### config.mk
export PLATFORM = sky130hd
export DESIGN_NAME = ulam_permutation_distance
export DESIGN_NICKNAME = d
export VERILOG_FILES = /design/src/sv/upd_pkg.sv /design/src/sv/upd_ram.sv /design/src/sv/upd_dp.sv /design/src/sv/upd_ctrl.sv /design/src/sv/ulam_permutation_distance.sv
export SDC_FILE = /design/constraint.sdc
export NUM_CORES = 1
export LEC_CHECK = 0
export BUFFER_PORTS_ARGS = -buffer_cell sky130_fd_sc_hd__buf_2
export CAP_MARGIN = 20
export CORE_AREA = 2 2 318 320
export DETAILED_ROUTE_END_ITERATION = 6
export DIE_AREA = 0 0 320 322
export PLACE_DENSITY_LB_ADDON = 0.12
export SETUP_SLACK_MARGIN = 0.3
export SYNTH_ARGS = -nofsm -noshare
export SYNTH_HDL_FRONTEND = slang
export SYNTH_SLANG_ARGS = --single-unit
export TNS_END_PERCENT = 20
### constraint.sdc
create_clock -name i_clk -period 3.8 [get_ports i_clk]
set_clock_uncertainty 0.05 [all_clocks]
set_input_delay 0.76 -clock i_clk [delete_from_list [all_inputs] [get_ports i_clk]]
set_output_delay 0.76 -clock i_clk [all_outputs]
set_load 0.05 [all_outputs]
### src/sv/upd_pkg.sv
// upd_pkg: shared widths, reset constant and controller/datapath interface structs
// for the ulam permutation distance block; no dependencies
`default_nettype none

package upd_pkg;

    localparam int ELEM_W  = 6;
    localparam int CFG_W   = 7;
    localparam int DIST_W  = 6;
    localparam int CFG_RST = 64;

    typedef struct packed {
        logic load;
        logic emit_err;
        logic start_lis;
        logic init_search;
        logic step;
        logic write_tail;
        logic emit_lis;
    } t_cmd;

    typedef struct packed {
        logic last_item;
        logic err_any;
        logic search_open;
        logic last_elem;
    } t_sts;

endpackage

`default_nettype wire

### src/sv/upd_ram.sv
// upd_ram: generic single write port, single read port RAM with registered read
// no dependencies
`default_nettype none

module upd_ram #(
    parameter int WIDTH = 6,
    parameter int DEPTH = 64
) (
    input  wire logic                     i_clk,
    input  wire logic                     i_we,
    input  wire logic [$clog2(DEPTH)-1:0] i_waddr,
    input  wire logic [WIDTH-1:0]         i_wdata,
    input  wire logic [$clog2(DEPTH)-1:0] i_raddr,
    output logic      [WIDTH-1:0]         o_rdata
);

    logic [WIDTH-1:0] r_mem [DEPTH];

    always_ff @(posedge i_clk) begin
        if (i_we) begin
            r_mem[i_waddr] <= i_wdata;
        end
        o_rdata <= r_mem[i_raddr];
    end

endmodule

`default_nettype wire

### src/sv/upd_dp.sv
// upd_dp: datapath with length register, load counters, inverse/store/tails memories,
// binary search registers and result register; depends on upd_pkg and upd_ram
`default_nettype none

module upd_dp import upd_pkg::*; #(
    parameter int MAX_LEN = 64
) (
    input  wire logic              i_clk,
    input  wire logic              i_rst_n,
    input  wire logic              i_cfg_we,
    input  wire logic [CFG_W-1:0]  i_cfg_wdata,
    input  wire logic [ELEM_W-1:0] i_first_elem,
    input  wire logic [ELEM_W-1:0] i_second_elem,
    input  wire t_cmd              i_cmd,
    output t_sts                   o_sts,
    output logic                   o_strobe,
    output logic [DIST_W-1:0]      o_distance,
    output logic                   o_range_error
);

    localparam int AW      = $clog2(MAX_LEN);
    localparam int CW      = $clog2(MAX_LEN + 1);
    localparam int LW      = (CW > CFG_W) ? CW : CFG_W;
    localparam int LEN_RST = (MAX_LEN < CFG_RST) ? MAX_LEN : CFG_RST;

    logic [CW-1:0]     r_len, n_len;
    logic [AW-1:0]     r_pos;
    logic              r_err_seen;
    logic [AW-1:0]     r_i;
    logic [CW-1:0]     r_count;
    logic [CW-1:0]     r_lo;
    logic [CW-1:0]     r_hi;
    logic [AW-1:0]     r_x;
    logic              r_strobe;
    logic [DIST_W-1:0] r_dist;
    logic              r_rerr;

    logic [LW-1:0]     w_cfg_ext;
    logic              w_a_bad;
    logic              w_b_bad;
    logic [CW-1:0]     w_mid;
    logic [ELEM_W-1:0] w_sec_rdata;
    logic [AW-1:0]     w_inv_rdata;
    logic [AW-1:0]     w_tail_rdata;

    // clamp the written length into 1..MAX_LEN
    always_comb begin
        w_cfg_ext = LW'(i_cfg_wdata);
        if (i_cfg_wdata == '0) begin
            n_len = CW'(1);
        end else if (w_cfg_ext > LW'(MAX_LEN)) begin
            n_len = CW'(MAX_LEN);
        end else begin
            n_len = CW'(w_cfg_ext);
        end
    end

    assign w_a_bad = LW'(i_first_elem) >= LW'(r_len);
    assign w_b_bad = LW'(i_second_elem) >= LW'(r_len);
    assign w_mid   = r_lo + ((r_hi - r_lo) >> 1);

    assign o_sts.last_item   = (CW'(r_pos) + CW'(1)) >= r_len;
    assign o_sts.err_any     = r_err_seen | w_a_bad | w_b_bad;
    assign o_sts.search_open = r_lo < r_hi;
    assign o_sts.last_elem   = (CW'(r_i) + CW'(1)) >= r_len;

    upd_ram #(.WIDTH(AW), .DEPTH(MAX_LEN)) u_inv (
        .i_clk   (i_clk),
        .i_we    (i_cmd.load & ~w_a_bad),
        .i_waddr (AW'(i_first_elem)),
        .i_wdata (r_pos),
        .i_raddr (AW'(w_sec_rdata)),
        .o_rdata (w_inv_rdata)
    );

    upd_ram #(.WIDTH(ELEM_W), .DEPTH(MAX_LEN)) u_sec (
        .i_clk   (i_clk),
        .i_we    (i_cmd.load),
        .i_waddr (r_pos),
        .i_wdata (i_second_elem),
        .i_raddr (r_i),
        .o_rdata (w_sec_rdata)
    );

    upd_ram #(.WIDTH(AW), .DEPTH(MAX_LEN)) u_tails (
        .i_clk   (i_clk),
        .i_we    (i_cmd.write_tail),
        .i_waddr (r_lo[AW-1:0]),
        .i_wdata (r_x),
        .i_raddr (w_mid[AW-1:0]),
        .o_rdata (w_tail_rdata)
    );

    always_ff @(posedge i_clk) begin
        if (!i_rst_n) begin
            r_len      <= CW'(LEN_RST);
            r_pos      <= '0;
            r_err_seen <= 1'b0;
            r_i        <= '0;
            r_count    <= '0;
            r_lo       <= '0;
            r_hi       <= '0;
            r_strobe   <= 1'b0;
        end else begin
            r_strobe <= i_cmd.emit_err | i_cmd.emit_lis;

            if (i_cfg_we) begin
                r_len      <= n_len;
                r_pos      <= '0;
                r_err_seen <= 1'b0;
            end else if (i_cmd.load) begin
                if (o_sts.last_item) begin
                    r_pos      <= '0;
                    r_err_seen <= 1'b0;
                end else begin
                    r_pos      <= r_pos + AW'(1);
                    r_err_seen <= o_sts.err_any;
                end
            end

            if (i_cmd.start_lis) begin
                r_i     <= '0;
                r_count <= '0;
            end

            if (i_cmd.init_search) begin
                r_x  <= w_inv_rdata;
                r_lo <= '0;
                r_hi <= r_count;
            end

            // first tail that is not below x
            if (i_cmd.step) begin
                if (w_tail_rdata < r_x) begin
                    r_lo <= w_mid + CW'(1);
                end else begin
                    r_hi <= w_mid;
                end
            end

            if (i_cmd.write_tail) begin
                if (r_lo == r_count) begin
                    r_count <= r_count + CW'(1);
                end
                r_i <= r_i + AW'(1);
            end

            if (i_cmd.emit_err) begin
                r_dist <= '0;
                r_rerr <= 1'b1;
            end else if (i_cmd.emit_lis) begin
                r_dist <= DIST_W'(r_len - r_count);
                r_rerr <= 1'b0;
            end
        end
    end

    assign o_strobe      = r_strobe;
    assign o_distance    = r_dist;
    assign o_range_error = r_rerr;

endmodule

`default_nettype wire

### src/sv/upd_ctrl.sv
// upd_ctrl: controller state machine sequencing load, map, binary search and result
// depends on upd_pkg
`default_nettype none

module upd_ctrl import upd_pkg::*; (
    input  wire logic i_clk,
    input  wire logic i_rst_n,
    input  wire logic i_start,
    input  wire t_sts i_sts,
    output t_cmd      o_cmd,
    output logic      o_busy
);

    typedef enum logic [6:0] {
        S_LOAD  = 7'b0000001,
        S_FETCH = 7'b0000010,
        S_MAP   = 7'b0000100,
        S_INIT  = 7'b0001000,
        S_PROBE = 7'b0010000,
        S_CMP   = 7'b0100000,
        S_DONE  = 7'b1000000
    } t_state;

    t_state r_state, n_state;

    always_comb begin
        n_state = r_state;
        o_cmd   = '0;
        unique case (r_state)
            S_LOAD: begin
                if (i_start) begin
                    o_cmd.load = 1'b1;
                    if (i_sts.last_item) begin
                        if (i_sts.err_any) begin
                            o_cmd.emit_err = 1'b1;
                        end else begin
                            o_cmd.start_lis = 1'b1;
                            n_state         = S_FETCH;
                        end
                    end
                end
            end
            S_FETCH: begin
                n_state = S_MAP;
            end
            S_MAP: begin
                n_state = S_INIT;
            end
            S_INIT: begin
                o_cmd.init_search = 1'b1;
                n_state           = S_PROBE;
            end
            S_PROBE: begin
                if (i_sts.search_open) begin
                    n_state = S_CMP;
                end else begin
                    o_cmd.write_tail = 1'b1;
                    n_state          = i_sts.last_elem ? S_DONE : S_FETCH;
                end
            end
            S_CMP: begin
                o_cmd.step = 1'b1;
                n_state    = S_PROBE;
            end
            S_DONE: begin
                o_cmd.emit_lis = 1'b1;
                n_state        = S_LOAD;
            end
            default: begin
                n_state = S_LOAD;
            end
        endcase
    end

    always_ff @(posedge i_clk) begin
        if (!i_rst_n) begin
            r_state <= S_LOAD;
        end else begin
            r_state <= n_state;
        end
    end

    assign o_busy = (r_state != S_LOAD);

endmodule

`default_nettype wire

### src/sv/ulam_permutation_distance.sv
// ulam_permutation_distance: top level, Ulam distance of two permutations by patience sort
// depends on upd_pkg, upd_ctrl, upd_dp (which holds three upd_ram instances)
//
//   channel   handshake                 payload
//   input     start, busy               i_first_elem, i_second_elem
//   result    o_strobe (one cycle)      o_distance, o_range_error
//   config    i_cfg_we                  i_cfg_wdata
//
// a pair is loaded whenever start is high while idle; busy stays low while pairs are loaded
// after the last pair the result follows in the next cycle on a range error; otherwise each element
// is fetched, mapped and placed by binary search over the tails, each probe waiting on the tails read
// synchronous active-low reset, no clearing pass; results cannot be stalled
`default_nettype none

module ulam_permutation_distance import upd_pkg::*; #(
    parameter int MAX_LEN = 64
) (
    input  wire logic              i_clk,
    input  wire logic              i_rst_n,
    input  wire logic              start,
    output logic                   busy,
    input  wire logic [ELEM_W-1:0] i_first_elem,
    input  wire logic [ELEM_W-1:0] i_second_elem,
    output logic                   o_strobe,
    output logic [DIST_W-1:0]      o_distance,
    output logic                   o_range_error,
    input  wire logic              i_cfg_we,
    input  wire logic [CFG_W-1:0]  i_cfg_wdata
);

    t_cmd w_cmd;
    t_sts w_sts;

    upd_ctrl u_ctrl (
        .i_clk   (i_clk),
        .i_rst_n (i_rst_n),
        .i_start (start),
        .i_sts   (w_sts),
        .o_cmd   (w_cmd),
        .o_busy  (busy)
    );

    upd_dp #(.MAX_LEN(MAX_LEN)) u_dp (
        .i_clk         (i_clk),
        .i_rst_n       (i_rst_n),
        .i_cfg_we      (i_cfg_we),
        .i_cfg_wdata   (i_cfg_wdata),
        .i_first_elem  (i_first_elem),
        .i_second_elem (i_second_elem),
        .i_cmd         (w_cmd),
        .o_sts         (w_sts),
        .o_strobe      (o_strobe),
        .o_distance    (o_distance),
        .o_range_error (o_range_error)
    );

endmodule

`default_nettype wire
---- After elaboration in Yosys (flattened, before gate mapping) ----
Memory sizes are Yosys's and may differ from the RTL's. A register that Yosys moved wholly into a read port is not among the register bits.
Index checks and enable logic that the tools add are counted.
storage, ports and cells
  output and inout bits ................... 9
  bits in registers ....................... 62
  input bits .............................. 23
  memories ................................ 3
  RAM bits ................................ 1,152
  logic and storage cells ................. 96
operators by class
  equal/unequal tests ..................... 12
  $add $sub $neg .......................... 9
  reduce and logical (&&, ||, !) cells .... 8
  $lt $le $gt $ge ......................... 7
  bitwise operators ....................... 6
  mux-type cells .......................... 39
memories
  name                words  bits a word  read ports  clocked after memory_dff  wr ports  RTL line       text
  u_dp.u_inv.r_mem    64     6            1           1                         1         upd_ram.sv:17  logic [WIDTH-1:0] r_mem [DEPTH];
  u_dp.u_sec.r_mem    64     6            1           1                         1         upd_ram.sv:17
  u_dp.u_tails.r_mem  64     6            1           1                         1         upd_ram.sv:17
operators by type and width
  kind                                                              count
  7-bit 2-to-1 mux                                                  16
  7-bit one-hot mux with 5 select lines                             1
  6-bit 2-to-1 mux                                                  4
  1-bit 2-to-1 mux                                                  15
  6-bit by 1-bit adder with 7-bit output (second input constant)    2
  7-bit by 1-bit adder with 7-bit output (second input constant)    2
  6-bit by 7-bit >= comparator with 1-bit output                    2
  7-bit >= comparator                                               2
  6-bit by 1-bit adder with 6-bit output (second input constant)    2
  7-bit by 6-bit adder with 7-bit output                            1
  7-bit by 1-bit == test with 1-bit output (second input constant)  1
  7-bit by 2-bit == test with 1-bit output (second input constant)  1
  7-bit by 3-bit == test with 1-bit output (second input constant)  1
  7-bit by 4-bit == test with 1-bit output (second input constant)  1
  7-bit by 5-bit == test with 1-bit output (second input constant)  1
  7-bit by 6-bit == test with 1-bit output (second input constant)  1
  7-bit == test                                                     1
  7-bit == test (second input constant)                             1
  7-bit greater-than comparator (second input constant)             1
  7-bit logical NOT                                                 1
  7-bit < comparator                                                1
  7-bit by 1-bit != test with 1-bit output (second input constant)  1
  7-bit subtractor                                                  1
  6-bit < comparator                                                1
  other kinds (12)                                                  20

---- Longest topological paths before layout ----
Gate-level depths: netlist of the first run.
  depth in word-level cells ............... 10
  depth in mapped cells ................... 16
  gate-level depth less buffers ........... 15

---- Cells and area by module ----
From an unflattened synthesis of the first run, not the netlist that was laid out.
second synthesis, totals
  cells, all modules ...................... 2,657
  area, all modules ....................... 50,070.5 um^2
modules (own cells, without submodules)
  module    cells each  instances  sequential area each (um^2)  area each (um^2)
  upd_ram   720         3          11,651.2                     15,225.9
  upd_dp    444         1          1,231.2                      3,941.3
  upd_ctrl  53          1          140.1                        451.7

---- Worst setup path after synthesis of the first run ----
OpenSTA, ideal clock, no wires.
  path kind ............................... register to register
  start ................................... reg u_dp.r_lo[0]
  end ..................................... reg u_dp.u_tails.o_rdata[3] (read register of u_dp.u_tails.r_mem)
  data required time ...................... 3,616 ps
  setup time .............................. 134 ps
  setup slack ............................. 44 ps
  cell stages (with the launch flop) ...... 13
  period minus slack after synthesis ...... 3,756 ps
  buffers on the path ..................... 3
  arrival time ............................ 3,572 ps
  cell sequence ........................... dfxtp_1 > ha_1 > fa_1 > inv_1 > ha_1 > fa_1 > clkbuf_1 > buf_2 > buf_1 > mux4_2 > mux4_2 > mux2i_1 > mux2i_1
on the way
  longest elaborated chain between the ends .. 2
ends and longest elaborated chain
  item                                      RTL line       text
  start, declared                           upd_dp.sv:31   logic [CW-1:0] r_lo;
  start signal, assigned                    upd_dp.sv:135  r_lo <= w_mid + CW'(1);
  7-bit subtractor                          upd_dp.sv:60   assign w_mid = r_lo + ((r_hi - r_lo) >> 1);
  7-bit by 6-bit adder with 7-bit output *  upd_dp.sv:60
  end, declared                             upd_ram.sv:14  output logic [WIDTH-1:0] o_rdata
Mark *: on every way between the ends. The rest lies on a longest branch, timed or not.
A chain may end at the register's enable or synchronous reset.

---- Worst setup path in the final report of the first run ----
  start ................................... reg u_dp.r_hi[0]
  end ..................................... reg u_dp.u_tails.o_rdata[0] (read register of u_dp.u_tails.r_mem)
on the way
  longest elaborated chain between the ends .. 2
ends and longest elaborated chain
  item                                    RTL line       text
  start, declared                         upd_dp.sv:32   logic [CW-1:0] r_hi;
  start signal, assigned                  upd_dp.sv:129  r_hi <= r_count;
  start signal, assigned                  upd_dp.sv:137  r_hi <= w_mid;
  7-bit subtractor                        upd_dp.sv:60
  7-bit by 6-bit adder with 7-bit output  upd_dp.sv:60
No other way between the ends.

==> metrics.cfg, run 1 <==
[critical_path]
r2r_start = u_dp.r_hi[0]
timing.critical_path.from = u_dp.r_hi[0]
cp_cell_sequence = inv_2 > ha_4 > fa_1 > inv_2 > ha_4 > fa_4 > buf_4 > mux4_2 > mux4_2 > a2111oi_2 > a31oi_1
timing.critical_path.from_type = register
critPathCaptureType = register
worst-r2r-setup-slack_ns = 0.06
timing.critical_path.arrival_ns = 4.27
worstPathRequired_ns = 4.33
worst_setup_path_endpoint = u_dp.u_tails.o_rdata[0]
critical-path-max-stage-delay_ns = 0.88
crit_path_top_delay_cell = sky130_fd_sc_hd__fa_4
timing.reg2reg.worst_path_depth = 11
regToRegEndpoint = u_dp.u_tails.o_rdata[0]
timing.critical_path.fanout_max = 5
criticalPathCategory = register to register

[layout]
ff_latch_area_um2 = 36400
mostFrequentLayoutCells = 1,165 x sky130_fd_sc_hd__edfxtp_1, 350 x sky130_fd_sc_hd__mux4_2, 254 x sky130_fd_sc_hd__nor2_1
areaGrowthSynthToFinish_pct = 16.1
finish.instance_area_um2 = 57400
multi_input_comb_area_um2 = 12600
finalNetCount = 2860
mostFrequentLayoutCell = sky130_fd_sc_hd__edfxtp_1
layout-drive-gt1-share = 0.300
fill_cells = 7355
finalCoreUtilization = 0.577

[routing]
drt-pass1-iter-count = 5
drtAntennaViolNets = 0
route.detailed.wl_per_inst_um = 27.4
drt_drc_violations_left = 0
drt_first_iter_violations = 2606
postRouteWirelength_um = 114000
route.vias.total = 25000
vias_per_cell = 5.98

[logic_synthesis]
ys_warn_count = 0
synthesis.area_um2 = 49500
area_share_of_the_leading_cell_type_in_the_synthesized_netlist = 0.707
synthesized_area_fraction_occupied_by_and_or_nand_nor_cells = 0.0444
syn_nets = 2573
yosys.area_share.xor_xnor = 0.00569
synth-seq-area-share = 0.734
dominant_combinational_cell_family_by_area_after_synthesis = multiplexers
synth_area_in_compound_gates = 0.0195
synth.lib_cells_used.distinct = 65
netlist_top_cells_area = sky130_fd_sc_hd__edfxtp_1 71%, sky130_fd_sc_hd__mux4_2 16%, sky130_fd_sc_hd__dfxtp_1 2.7%
yosys.area_share.adder = 0.0149
synth_enable_flop_cells = 1165
synth.mux.area_fraction = 0.167
postSynthCellCount = 2493
dominantRegCellSynth = sky130_fd_sc_hd__edfxtp_1
async_reset_ff_frac = 0
post-synth-top-area-cell = sky130_fd_sc_hd__edfxtp_1
synthesized_flop_and_latch_total = 1232
synthesis.area_per_instance_um2 = 19.8

[timing]
final_hold_viol_count = 0
tightest_slew_ns = 1.05
period_share = 0.984
worst_slew_margin_rel = 0.297
timing.fmax_mhz = 267
slew_viol_final = 0
finalWorstPathRequiredPeriod_ns = 3.74
timing.setup.tns_ns = 0
grt_setup_unrepaired = true
final_critical_path_setup_slack_ns = 0.0607
timing.final.setup_violations = 0

[grt]
grt.busiest_layer = met2
wire_length_of_the_first_global_routing_pass_um = 170000
global_route.overflow_total = 0
grt_start_max_net_pins = 68
gr-usage-met2 = 0.357
gr-usage-met1 = 0.324
via_count_of_the_first_global_routing_pass = 25600
number_of_antenna_violations_at_the_first_check_in_global_routing = 4
groute.usage.overall = 0.226
grt.met3_usage = 0.0441

[power]
power_leakage_uw = 0.0181
p_per_area_nw_per_um2 = 503
total_power_uw = 28900
peakVddDrop_uv = 454

[place]
detailedPlacementHpwl_um = 73200
routabilityCongestion = 0.872
placement.io_buffers = 31
place_ws_ns = -0.0816
dpl_cell_area_um2 = 52800

[cts]
cts_made_buffers = 130
holdBufCountCts = 0
worst_skew_pair.late_latency_ns = 0.72
htree_num_levels = 4
clk_path_buf_depth = 3
cts_tree = built
cts.clk_slew.worst_paths_ns = 0.06
clock_sinks = 1232
clock-root-buffer = sky130_fd_sc_hd__clkbuf_16

[worst_hold_path]
hold_crit_path_type = input port to register
worst_min_delay_path_startpoint = i_second_elem[1]

[die]
die_height_um = 322
fp.coreArea_um2 = 99600
floorplan.rows = 116
initial_core_util = 0.497
num_io_pins = 32
die_area_um2 = 103000
die-width_um = 320

[flow_run]
drv_cap = 0

[run_status]
run_status = finished, final reports clean

## metrics by stage
step	hold WS, ns	std cells
final	0.257	4184
after global routing	0.222	4181
after detailed placement	0.341	3933
after CTS	0.210	4176
after global placement	0.342	3933
after floorplan	0.336	2493
## report_power, final
| group | switching (uW) | internal, uW |
|---|---|---|
| Clock | 5060 | 7750 |
| Sequential | 128 | 14800 |
| Combinational | 664 | 495 |
| Total | 5860 | 23100 |
## per-layer routing
layer / vias up / routed length (um)
met2: 903 / 55000
met1: 13200 / 48700
met5: - / 10
met3: 156 / 8220
met4: 2 / 2540
li1: 10800 / -
## worst min-delay path by stage
stage                              endpoint  slack, ns  cells after the start
global placement                u_dp.r_x[4]       0.34                      0
floorplan                       u_dp.r_x[0]       0.34                      0
detailed placement              u_dp.r_x[1]       0.34                      0
global route        u_dp.u_sec.r_mem[12][1]       0.22                      1
CTS                 u_dp.u_sec.r_mem[12][1]       0.21                      1
finish              u_dp.u_sec.r_mem[12][1]       0.26                      1
## sequential cells by signal, summed over array words and instances (netlist names), 7 cells and up
signal,count
u_dp.u_tails.r_mem,384
u_dp.r_lo,7
u_dp.r_count,7
u_dp.u_sec.r_mem,384
u_dp.u_inv.r_mem,384
u_dp.r_len,7
u_dp.r_hi,7
u_ctrl.r_state,7
## worst max-delay path, delay by kind of cell (launching register included)
family          cells  cell delay [ns]
fa+ha+maj           4             1.67
buf+inv             3             0.26
flops               1             0.33
mux                 2             0.81
compound gates      2             0.47
## synthesized netlist by cell type (6+ instances only)
library cell / n
sky130_fd_sc_hd__edfxtp_1: 1165
sky130_fd_sc_hd__mux4_2: 350
sky130_fd_sc_hd__nor2_1: 254
sky130_fd_sc_hd__dfxtp_1: 67
sky130_fd_sc_hd__clkbuf_1: 65
sky130_fd_sc_hd__nand2_1: 55
sky130_fd_sc_hd__ha_1: 54
sky130_fd_sc_hd__mux2i_1: 39
sky130_fd_sc_hd__nand3_1: 39
sky130_fd_sc_hd__buf_2: 37
sky130_fd_sc_hd__inv_1: 35
sky130_fd_sc_hd__a21oi_1: 26
sky130_fd_sc_hd__nor3_1: 26
sky130_fd_sc_hd__o22ai_1: 23
sky130_fd_sc_hd__buf_1: 16
sky130_fd_sc_hd__nand2b_1: 16
sky130_fd_sc_hd__nand4_1: 16
sky130_fd_sc_hd__xor2_1: 15
sky130_fd_sc_hd__xnor2_1: 14
sky130_fd_sc_hd__o21ai_0: 13
sky130_fd_sc_hd__nand3b_1: 12
sky130_fd_sc_hd__o211ai_1: 12
sky130_fd_sc_hd__a211oi_1: 10
sky130_fd_sc_hd__a31oi_1: 10
sky130_fd_sc_hd__and2_1: 10
sky130_fd_sc_hd__a21o_1: 8
sky130_fd_sc_hd__and3_1: 8
sky130_fd_sc_hd__nor2b_1: 8
sky130_fd_sc_hd__o31ai_1: 7
sky130_fd_sc_hd__a2111oi_0: 6
sky130_fd_sc_hd__nor3b_1: 6
sky130_fd_sc_hd__o21ai_1: 6
## final cells by class
| cell class | instances | share of cell area |
|---|---|---|
| Tap cell | 1298 | 0.0283 |
| Clock buffer | 167 | 0.0611 |
| Timing Repair Buffer | 281 | 0.0417 |
| Antenna cell | 4 | 0.000174 |
| Clock inverter | 67 | 0.0142 |
| Inverter | 37 | 0.00242 |
| Multi-Input combinational cell | 1098 | 0.219 |
| Sequential cell | 1232 | 0.633 |
## what timing repair did
action,4_1_cts,5_1_grt
cloned,2,1
endpoints found under the setup margin,9,19
gates resized for setup,23,9
pin swaps,1,10
buffers inserted,7,3
## logic make-up (layout without fill, tap and decap cells)
| kind of cell | count (synthesis) | count (layout) |
|---|---|---|
| AND/OR/NAND/NOR | 477 | 477 |
| multiplexers | 389 | 389 |
| AO/OA/AOI/OAI | 145 | 145 |
| XOR/XNOR | 30 | 30 |
| flip-flops | 1232 | 1232 |
| other | 0 | 4 |
| adder cells (fa/ha/maj) | 57 | 57 |
| buffers and inverters | 163 | 552 |
Note: power is estimated with default switching activity, not from simulation.
==> run 2: changes to the inputs <==
--- a/config.mk
+++ b/config.mk
@@ -11,6 +11,7 @@
 export DETAILED_ROUTE_END_ITERATION = 6
 export DIE_AREA = 0 0 320 322
 export PLACE_DENSITY_LB_ADDON = 0.12
+export REMOVE_ABC_BUFFERS = 1
 export SETUP_SLACK_MARGIN = 0.3
 export SYNTH_ARGS = -nofsm -noshare
 export SYNTH_HDL_FRONTEND = slang
==> metrics.cfg, run 2 (synthesized netlist as in run 1, its figures left out) <==
[run_status]
run_status = finished, final reports clean

[timing]
final_critical_path_setup_slack_ns = 0.0164  ; -0.0443 ns
finalWorstPathRequiredPeriod_ns = 3.78  ; +0.0443 ns
grt_setup_unrepaired = true
final_hold_viol_count = 0  ; unchanged
slew_viol_final = 0  ; unchanged
worst_slew_margin_rel = 0.310  ; +0.0123
timing.fmax_mhz = 264  ; -1.2%
period_share = 0.996  ; +0.0116
timing.final.setup_violations = 0  ; unchanged
tightest_slew_ns = 1.04  ; -0.0185 ns

[routing]
drt_drc_violations_left = 0  ; unchanged
route.detailed.wl_per_inst_um = 27.4  ; +0.17%
vias_per_cell = 5.97  ; -0.13%
postRouteWirelength_um = 114000  ; -0.19%
drt_first_iter_violations = 2493  ; -4.3%
route.vias.total = 24900  ; -0.49%
drt-pass1-iter-count = 5  ; unchanged
drtAntennaViolNets = 0  ; unchanged

[grt]
global_route.overflow_total = 0  ; unchanged
via_count_of_the_first_global_routing_pass = 25700  ; +0.15%
number_of_antenna_violations_at_the_first_check_in_global_routing = 6  ; +2
grt_start_max_net_pins = 68  ; unchanged
wire_length_of_the_first_global_routing_pass_um = 170000  ; +0.14%
groute.usage.overall = 0.226  ; -0.000367

[die]
die_area_um2 = 103000  ; unchanged
initial_core_util = 0.497  ; unchanged
num_io_pins = 32  ; unchanged
die_height_um = 322  ; unchanged
die-width_um = 320  ; unchanged
fp.coreArea_um2 = 99600  ; unchanged
floorplan.rows = 116  ; unchanged

[critical_path]
critPathCaptureType = register
criticalPathCategory = register to register
timing.critical_path.fanout_max = 5  ; unchanged
timing.critical_path.arrival_ns = 4.35  ; +0.08 ns
timing.critical_path.from_type = register
worstPathRequired_ns = 4.37  ; +0.04 ns

[power]
comb_power_share = 0.040  ; about the same
seq_power_share = 0.515  ; -0.002
switchingPower_uw = 5970  ; +1.9%
power.share.switching = 0.205  ; +0.00281
p_per_area_nw_per_um2 = 507  ; +0.64%
peakVddDrop_uv = 378  ; -17%
cell_internal_pwr_uw = 23100  ; +0.17%
clock_power_share = 0.446  ; +0.003
power_leakage_uw = 0.0181  ; -0.38%

[flow_run]
drv_cap = 0  ; unchanged

[layout]
finalNetCount = 2844  ; -0.56%
areaGrowthSynthToFinish_pct = 16.0
mostFrequentLayoutCell = sky130_fd_sc_hd__edfxtp_1
biggestRegsByFlops = u_dp.u_inv.r_mem: 384 flops, u_dp.u_sec.r_mem: 384 flops, u_dp.u_tails.r_mem: 384 flops
layout-drive-gt1-share = 0.300  ; about the same
layoutNonFillerInstCount = 4169  ; -0.36%
mostFrequentLayoutCells = 1,165 x sky130_fd_sc_hd__edfxtp_1, 350 x sky130_fd_sc_hd__mux4_2, 251 x sky130_fd_sc_hd__nor2_1

[place]
place_ws_ns = -0.290  ; -0.209 ns
routabilityCongestion = 0.859  ; -1.5%
detailedPlacementHpwl_um = 73100  ; -0.17%
placed_cells = 3907  ; -0.66%
placement.io_buffers = 31  ; unchanged

[cts]
cts_tree = built
clk_path_buf_depth = 3  ; unchanged
cts.clk_slew.worst_paths_ns = 0.06  ; about the same
cts_made_buffers = 133  ; +2.3%
htree_num_levels = 4  ; unchanged
clock_sinks = 1232  ; unchanged
clock-root-buffer = sky130_fd_sc_hd__clkbuf_16
worst_skew_pair.late_latency_ns = 0.74  ; +0.02 ns

[worst_hold_path]
hold_crit_path_type = input port to register

==> run 2: changes by cell type in the layout (fill, tap and decap cells not counted), moves of 3 or more <==
cell,previous run,this run
sky130_fd_sc_hd__clkbuf_1,30,22
sky130_fd_sc_hd__clkbuf_16,135,138
sky130_fd_sc_hd__buf_6,4,9
sky130_fd_sc_hd__clkinvlp_4,7,3
sky130_fd_sc_hd__buf_12,22,15
sky130_fd_sc_hd__nor2_1,254,251
sky130_fd_sc_hd__clkinv_1,20,29
sky130_fd_sc_hd__inv_6,5,11
sky130_fd_sc_hd__ha_1,51,48
sky130_fd_sc_hd__buf_4,219,204
sky130_fd_sc_hd__ha_2,0,3
sky130_fd_sc_hd__nor2_2,0,3
==> run 2: layer usage <==
metal	part of all wire	global-route usage
met5	0.00011	0
met4	0.028	0.0706
met3	0.063	0.0415
met2	0.49	0.365
met1	0.42	0.315
==> run 2: power by group through the flow <==
stage	registers, uW	clock network [uW]	logic, uW
detailed placement	15200	0	1160
global route	15000	13700	1220
CTS	15000	13200	1160
finish	15000	13000	1150
global placement	15200	0	1140
floorplan	15300	0	624
==> run 2: timing repair <==
| action | in CTS | in global routing |
|---|---|---|
| pin swaps | 5 | 11 |
| buffers inserted | 6 | 11 |
| hold buffers | 0 | 0 |
| resized for setup | 31 | 26 |
| gates cloned | 2 | 1 |
| setup endpoints to repair | 10 | 149 |
==> run 2: through the flow <==
stage | TNS [ns] | total power, uW | util | area, um^2 | hold slack, ns
after floorplan | -66.42 | 15900 | - | 48900 | 0.336
after global placement | -1.05 | 16400 | 0.527 | 52500 | 0.356
after detailed placement | -1.22 | 16400 | 0.527 | 52500 | 0.361
after CTS | -0.00975 | 29300 | 0.574 | 57100 | 0.270
after global routing | -0.418 | 29900 | 0.576 | 57400 | 0.283
final | 0 | 29100 | 0.576 | 57400 | 0.312
==> run 2: critical path, cell delays in order (launching register included) <==
cell and delay, ns:
sky130_fd_sc_hd__dfxtp_2 0.33, sky130_fd_sc_hd__inv_2 0.05, sky130_fd_sc_hd__ha_4 0.16, sky130_fd_sc_hd__fa_1 0.49, sky130_fd_sc_hd__inv_2 0.05, sky130_fd_sc_hd__ha_4 0.16, sky130_fd_sc_hd__fa_4 0.88, sky130_fd_sc_hd__buf_12 0.15
sky130_fd_sc_hd__clkbuf_16 0.15, sky130_fd_sc_hd__mux4_2 0.29, sky130_fd_sc_hd__mux4_2 0.51, sky130_fd_sc_hd__mux2i_1 0.18, sky130_fd_sc_hd__buf_4 0.16, sky130_fd_sc_hd__mux2i_1 0.07
==> run 2: layout make-up <==
type,count,area [um^2]
diodes,3,7.51
clock buffers,161,3540
clock inverters,78,856
fillers,7349,42200
inverters,37,139
multi-input cells,1098,12700
flip-flops and latches,1232,36400
well taps,1298,1620
repair buffers,262,2170
==> run 2: final timing paths <==
check                              from                 endpoint  slack (ns)  depth (start not counted)
setup reg to reg           u_dp.r_hi[0]  u_dp.u_tails.o_rdata[1]        0.02                         13
setup / recovery           u_dp.r_hi[0]  u_dp.u_tails.o_rdata[1]        0.02                         13
hold reg to reg   u_dp.u_inv.o_rdata[1]              u_dp.r_x[1]        0.37                          0
hold / removal         i_second_elem[0]  u_dp.u_sec.r_mem[36][0]        0.31                          1
